<file path="src/rtl/cbc_pkg.sv">
package cbc_pkg;

  // channels that answer the bus; the channel field is two bits wide
  localparam int NUM_CHANNELS = 4;
  localparam int CHAN_W       = 2;

  // control word bits
  localparam int CW_TIME_CONST_BIT = 2;  // next write is a time constant
  localparam int CW_CONTROL_BIT    = 0;  // byte is a control word, not a vector

  // item functions
  localparam logic [1:0] FN_WRITE = 2'd0;
  localparam logic [1:0] FN_READ  = 2'd1;
  localparam logic [1:0] FN_RISE  = 2'd2;
  localparam logic [1:0] FN_FALL  = 2'd3;

  typedef struct packed {
    logic [1:0]        func;
    logic [CHAN_W-1:0] channel;
    logic [7:0]        data;
  } in_beat_t;

  typedef struct packed {
    logic [7:0] read_data;
    logic       port_claimed;
    logic       terminal_count;
  } out_beat_t;

  // one counting step of a channel
  typedef struct packed {
    logic [7:0] count;
    logic       zero;
  } cnt_state_t;

endpackage

</file>
<file path="src/rtl/cascaded_ctc_byte_counter.sv">
// channel  direction  handshake             payload
// in       to block   in_valid / in_stall   in_item  (func, channel, data)
// out      from block out_valid / out_stall out_item (read_data, port_claimed,
//                                                     terminal_count)
//
// every input beat gives exactly one output beat; it passes through the input
// register and then the result register
// a new beat is taken every cycle while in_stall is low; the channel cascade
// is three short decrement-and-compare steps in the single combinational pass
// rst is synchronous and clears every channel register and both valid flags
// a stall on the output holds the result register, and the input register
// then holds too, so in_stall rises only when both stages are full
module cascaded_ctc_byte_counter (
  input  logic               clk,
  input  logic               rst,
  input  logic               in_valid,
  output logic               in_stall,
  input  cbc_pkg::in_beat_t  in_item,
  output logic               out_valid,
  input  logic               out_stall,
  output cbc_pkg::out_beat_t out_item
);
  import cbc_pkg::*;

  // input register
  logic     s1_valid;
  in_beat_t s1_item;
  logic     advance;

  // per-channel state
  logic [7:0] control_reg   [NUM_CHANNELS];
  logic [7:0] reload_value  [NUM_CHANNELS];
  logic [7:0] vector_reg    [NUM_CHANNELS];
  logic [7:0] count_value   [NUM_CHANNELS];
  logic       zero_flag     [NUM_CHANNELS];
  // only channel 0 is ever left high; channels 1 and 2 see whole pulses
  logic       trigger_level;

  logic [7:0] control_reg_next  [NUM_CHANNELS];
  logic [7:0] reload_value_next [NUM_CHANNELS];
  logic [7:0] vector_reg_next   [NUM_CHANNELS];
  logic [7:0] count_value_next  [NUM_CHANNELS];
  logic       zero_flag_next    [NUM_CHANNELS];
  logic       trigger_level_next;

  // cascade
  logic       is_rise;
  logic       fire0, fire1, fire2;
  cnt_state_t cur0, cur1, cur2;
  cnt_state_t nxt0, nxt1, nxt2;

  logic       chan_ok;
  out_beat_t  result;

  // ---------------------------------------------------------------------------
  // handshake: the input register moves on whenever the result register is
  // empty or being drained this cycle
  // ---------------------------------------------------------------------------
  assign advance  = s1_valid && (!out_valid || !out_stall);
  assign in_stall = s1_valid && !advance;

  always_ff @(posedge clk) begin
    if (rst) begin
      s1_valid <= 1'b0;
    end else if (!in_stall) begin
      s1_valid <= in_valid;
    end
  end

  always_ff @(posedge clk) begin
    if (in_valid && !in_stall) begin
      s1_item <= in_item;
    end
  end

  // ---------------------------------------------------------------------------
  // counting cascade: interrupt rise clocks channel 0, a set zero-count on
  // channel 0 pulses channel 1, a set zero-count on channel 1 pulses channel 2
  // ---------------------------------------------------------------------------
  assign is_rise = (s1_item.func == FN_RISE);

  assign cur0 = '{count: count_value[0], zero: zero_flag[0]};
  assign cur1 = '{count: count_value[1], zero: zero_flag[1]};
  assign cur2 = '{count: count_value[2], zero: zero_flag[2]};

  // channel 0 counts only on a low-to-high change of its trigger
  assign fire0 = is_rise && !trigger_level;
  // flag is tested whether or not it changed in this beat
  assign fire1 = is_rise && nxt0.zero;
  assign fire2 = is_rise && nxt1.zero;

  cbc_count_stage u_stage0 (
    .fire   (fire0),
    .reload (reload_value[0]),
    .cur    (cur0),
    .nxt    (nxt0)
  );

  cbc_count_stage u_stage1 (
    .fire   (fire1),
    .reload (reload_value[1]),
    .cur    (cur1),
    .nxt    (nxt1)
  );

  cbc_count_stage u_stage2 (
    .fire   (fire2),
    .reload (reload_value[2]),
    .cur    (cur2),
    .nxt    (nxt2)
  );

  // ---------------------------------------------------------------------------
  // next state and result
  // ---------------------------------------------------------------------------
  assign chan_ok = (32'(s1_item.channel) < NUM_CHANNELS);

  always_comb begin
    control_reg_next   = control_reg;
    reload_value_next  = reload_value;
    vector_reg_next    = vector_reg;
    count_value_next   = count_value;
    zero_flag_next     = zero_flag;
    trigger_level_next = trigger_level;
    result             = '0;

    case (s1_item.func)
      FN_WRITE: begin
        if (chan_ok) begin
          if (control_reg[s1_item.channel][CW_TIME_CONST_BIT]) begin
            // time constant: clear the request and load the counter
            control_reg_next[s1_item.channel][CW_TIME_CONST_BIT] = 1'b0;
            reload_value_next[s1_item.channel] = s1_item.data;
            count_value_next[s1_item.channel]  = s1_item.data;
            zero_flag_next[s1_item.channel]    = (s1_item.data == 8'd0);
          end else if (s1_item.data[CW_CONTROL_BIT]) begin
            control_reg_next[s1_item.channel] = s1_item.data;
          end else begin
            vector_reg_next[s1_item.channel] = s1_item.data;
          end
        end
      end
      FN_READ: begin
        if (chan_ok) begin
          result.read_data    = count_value[s1_item.channel];
          result.port_claimed = 1'b1;
        end
      end
      FN_RISE: begin
        count_value_next[0] = nxt0.count;
        zero_flag_next[0]   = nxt0.zero;
        count_value_next[1] = nxt1.count;
        zero_flag_next[1]   = nxt1.zero;
        count_value_next[2] = nxt2.count;
        zero_flag_next[2]   = nxt2.zero;
        trigger_level_next  = 1'b1;
      end
      FN_FALL: begin
        trigger_level_next = 1'b0;
      end
      default: begin
        trigger_level_next = trigger_level;
      end
    endcase

    // terminal count follows channel 2 zero-count after the beat
    result.terminal_count = zero_flag_next[2];
  end

  // state commits when the beat moves into the result register
  always_ff @(posedge clk) begin
    if (rst) begin
      for (int i = 0; i < NUM_CHANNELS; i++) begin
        control_reg[i]  <= '0;
        reload_value[i] <= '0;
        vector_reg[i]   <= '0;
        count_value[i]  <= '0;
        zero_flag[i]    <= 1'b0;
      end
      trigger_level <= 1'b0;
    end else if (advance) begin
      control_reg   <= control_reg_next;
      reload_value  <= reload_value_next;
      vector_reg    <= vector_reg_next;
      count_value   <= count_value_next;
      zero_flag     <= zero_flag_next;
      trigger_level <= trigger_level_next;
    end
  end

  // ---------------------------------------------------------------------------
  // result register
  // ---------------------------------------------------------------------------
  always_ff @(posedge clk) begin
    if (rst) begin
      out_valid <= 1'b0;
    end else if (advance) begin
      out_valid <= 1'b1;
    end else if (!out_stall) begin
      out_valid <= 1'b0;
    end
  end

  always_ff @(posedge clk) begin
    if (advance) begin
      out_item <= result;
    end
  end

endmodule

</file>
<file path="src/rtl/cbc_count_stage.sv">
module cbc_count_stage (
  input  logic                fire,
  input  logic [7:0]          reload,
  input  cbc_pkg::cnt_state_t cur,
  output cbc_pkg::cnt_state_t nxt
);
  import cbc_pkg::*;

  logic [7:0] dec;
  logic       hit;

  assign dec = cur.count - 8'd1;
  assign hit = (dec == 8'd0);

  // decrement with wrap, reload on reaching zero; hold between edges
  always_comb begin
    nxt = cur;
    if (fire) begin
      nxt.zero  = hit;
      nxt.count = hit ? reload : dec;
    end
  end

endmodule
</file>
<file path="config.mk">
export PLATFORM = sky130hd
export DESIGN_NAME = cascaded_ctc_byte_counter
export DESIGN_NICKNAME = d
export VERILOG_FILES = /design/src/rtl/cbc_pkg.sv /design/src/rtl/cascaded_ctc_byte_counter.sv /design/src/rtl/cbc_count_stage.sv
export SDC_FILE = /design/constraint.sdc
export NUM_CORES = 1
export LEC_CHECK = 0
export BUFFER_PORTS_ARGS = -buffer_cell sky130_fd_sc_hd__buf_2
export CORE_MARGIN = 8
export CORE_UTILIZATION = 50
export DETAILED_ROUTE_END_ITERATION = 8
export PLACE_DENSITY = 0.68
export SLEW_MARGIN = 15
export SYNTH_ARGS = -nofsm -noshare
export SYNTH_HDL_FRONTEND = slang
export SYNTH_SLANG_ARGS = --single-unit
</file>
<file path="constraint.sdc">
create_clock -name clk -period 8.55 [get_ports clk]
set_input_delay 2.565 -clock clk [delete_from_list [all_inputs] [get_ports clk]]
set_output_delay 2.565 -clock clk [all_outputs]
set_load 0.05 [all_outputs]
</file>
==> flow_metrics.py <==
metrics = {
    "run_status": {
        "status": "complete, no violations",
    },
    "global_route": {
        "grt_usage_pct": 19.50,
        "grt_max_degree": 67,
        "grt_pass1_vias": 3810,
        "gr-total-overflow": 0,
        "grt_pass1_wl_mm": 19.84,
        "antenna_found_initial": 0,
    },
    "cts": {
        "cts_setup_buffers": 0,
        "htreeDepth": 3,
        "cts_buffer_depth": 2,
        "clk_latency_ns": 0.35,
        "ctsHoldBuffers": 0,
        "clk_pin_slew_ns": 0.08,
        "cts_tree": "done",
        "cts_sinks": 88,
        "ctsResizeCount": 0,
        "root_buffer": "clkbuf_8",
        "numCtsBuffers": 9,
    },
    "power_and_ir_drop": {
        "ir_drop_mv": 0.09222,
        "leakage_nw": 1.669,
        "pwr_density_cell_nw_per_um2": 170.8,
        "power_mw": 0.8835,
    },
    "detailed_routing": {
        "postRouteAntennaNets": 0,
        "routed-via-count": 4025,
        "post_drt_wl_per_cell_um": 18.42,
        "drt-total-wl_mm": 12.25,
        "drt_pass1_iterations": 4,
        "viasPerCell": 6.053,
        "drc_errors": 0,
        "drt_iter0_drc": 344,
    },
    "logic_synthesis": {
        "syn_avg_cell_area_um2": 9.074,
        "synth-simple-area-share_pct": 20.55,
        "synthCells": 528,
        "synth-main-ff-cell": "dfxtp_1",
        "synth_nets": 550,
        "synth_compound_area_share_pct": 20.84,
        "synth-async-reset-ratio_pct": 0,
        "synthTopCellsByArea": "dfxtp_1 28%, edfxtp_1 14%, nor2_1 4.7%",
        "synth_top_family_by_area": "compound AO/OA/AOI/OAI gates",
        "synthAdderAreaFrac_pct": 1.567,
        "synth_top_area_share_pct": 27.58,
        "yosysUniqueCellTypes": 66,
        "yosys_warnings": 0,
        "synth.yosys.seq_area_share_pct": 41.37,
        "synthMuxAreaShare_pct": 8.070,
        "synth-edff-count": 22,
        "synth_top_area_cell": "dfxtp_1",
        "yosys_register_bits": 88,
        "synthXorXnorAreaFrac_pct": 2.742,
        "syn-cell-area_um2": 4791,
    },
    "finish": {
        "areaGrowthSynthToFinish_pct": 7.966,
        "multi_input_area_um2": 2580,
        "largest_reg_flops": 32,
        "drive_gt1_share_pct": 13.43,
        "reg_top3": "count_value x32, reload_value x24, s1_item x12",
        "largest_register": "count_value",
        "antenna_cells": 0,
        "layout_common_cells": "66 x dfxtp_1, 60 x nor2_1, 47 x nand2_1",
        "nFillCells": 887,
        "final_cells": 665,
        "nets": 553,
        "final_common_cell": "dfxtp_1",
        "regArea_um2": 1982,
        "final_cell_area_um2": 5172,
    },
    "floorplanning": {
        "ioPinCount": 28,
        "die_height_um": 113.9,
        "core_area_um2": 9284,
        "start_util_pct": 51.60,
        "die_w_um": 113.9,
        "rows": 35,
        "dieArea_um2": 12970,
    },
    "timing": {
        "min_period_over_period_pct": 66.68,
        "timing.slew.headroom_pct": 17.54,
        "setup_viol": 0,
        "hold_viol": 0,
        "fin_skew_ns": 0.01008,
        "timing.hold.ws_ns": 0.4646,
        "rsz0062_at_grt": "no",
        "slew_violations": 0,
        "post-route-min-period_ns": 5.701,
        "tightest_slew_ns": 1.229,
        "setup_tns_ns": 0,
        "fmax_ghz": 0.1754,
    },
    "setup_path": {
        "cp_data_arrival_time_ns": 3.14,
        "crit_slowest_cell": "buf_2",
        "cp-start-kind": "primary input",
        "worst-path-buf-inv": 2,
        "critPathCaptureType": "primary output",
        "crit_type": "in2out",
        "cp_top_family": "buffers and inverters",
        "crit_start": "out_stall",
        "path_max_fanout": 3,
        "rr_startpoint": "count_value[24]$_SDFFE_PP0P_",
        "path_common_cell": "buf_2",
        "slowest_delay_ns": 0.28,
        "cp_cell_sequence": "buf_2 > and3_1 > buf_2",
        "required_ns": 5.99,
    },
    "job": {
        "max-cap-violations": 0,
    },
    "placed_design": {
        "globalplace.congestion": 0.8799,
        "dpl.hpwl_mm": 8.473,
        "post_dp_cell_area_um2": 4933,
        "port_buffers": 27,
        "dp_cells": 649,
    },
    "min_path": {
        "hold_class": "reg2reg",
        "min_from": "control_reg[26]$_SDFFE_PP0P_",
    },
}
## per-stage QoR
stage	setup slack [ns]	util [%]
after floorplan	2.939	-
after global placement	2.868	53.14
after detailed placement	2.851	53.14
after CTS	2.847	55.67
after global routing	2.825	55.71
final	2.849	55.71
## worst reg2reg max path: cells and delay by family (launching register included)
family	cells	cell delay, ns
adders and majority gates	1	0.26
buffers and inverters	1	0.10
AOI/OAI and AO/OA	4	1.24
muxes	1	0.77
and+or+nand+nor	2	1.03
DFF	1	0.43
## metal layers
layer | GRT usage, % | vias up | wire length [um]
li1 | - | 1938 | -
met1 | 25.59 | 1886 | 5491
met2 | 30.37 | 176 | 5562
met3 | 5.018 | 25 | 965
met4 | 6.744 | 0 | 231
met5 | 0 | - | 0
## where the power goes
group	leakage, nW	switching, mW	internal (mW)
logic	0.807	0.0528	0.0318
clock network	0.118	0.147	0.193
registers	0.744	0.0223	0.436
## worst paths after layout
path	slack (ns)	cells past startpoint	endpoint
max	2.85	3	in_stall
max reg2reg	4.62	9	count_value[9]$_SDFFE_PP0P_
min	0.46	2	control_reg[26]$_SDFFE_PP0P_
min reg2reg	0.46	2	control_reg[26]$_SDFFE_PP0P_
## logic make-up (layout without fill, tap and decap cells)
kind of cell,Yosys count,count (layout)
compound gates,143,143
xor+xnor,15,15
fa+ha+maj,6,6
buf+inv,53,61
flops,88,88
mux,27,27
simple gates,196,196
## Yosys cell counts (4+ instances only)
cell       n
o21ai_0   37
mux2i_1   18
nand3b_1   4
edfxtp_1  22
o211ai_1   6
nand2b_1   7
a211oi_2   4
nor2b_1   14
clkbuf_1  29
nor3_1    11
dfxtp_1   66
nand2_1   47
xnor2_1    7
ha_1       6
a311oi_1  12
mux4_2     8
nand4_1   10
a21oi_1   43
inv_1     15
and3_1     5
a31oi_1    5
nand3_1   14
a211oi_1   8
xor2_1     8
nor2_1    60
## layout make-up
type | instances | area share [%]
Multi-Input combinational cell | 387 | 49.88
Sequential cell | 88 | 38.32
Tap cell | 129 | 3.120
Timing Repair Buffer | 30 | 3.048
Clock buffer | 10 | 2.467
Clock inverter | 6 | 2.080
Inverter | 15 | 1.089
Note: power is estimated with default switching activity, not from simulation.
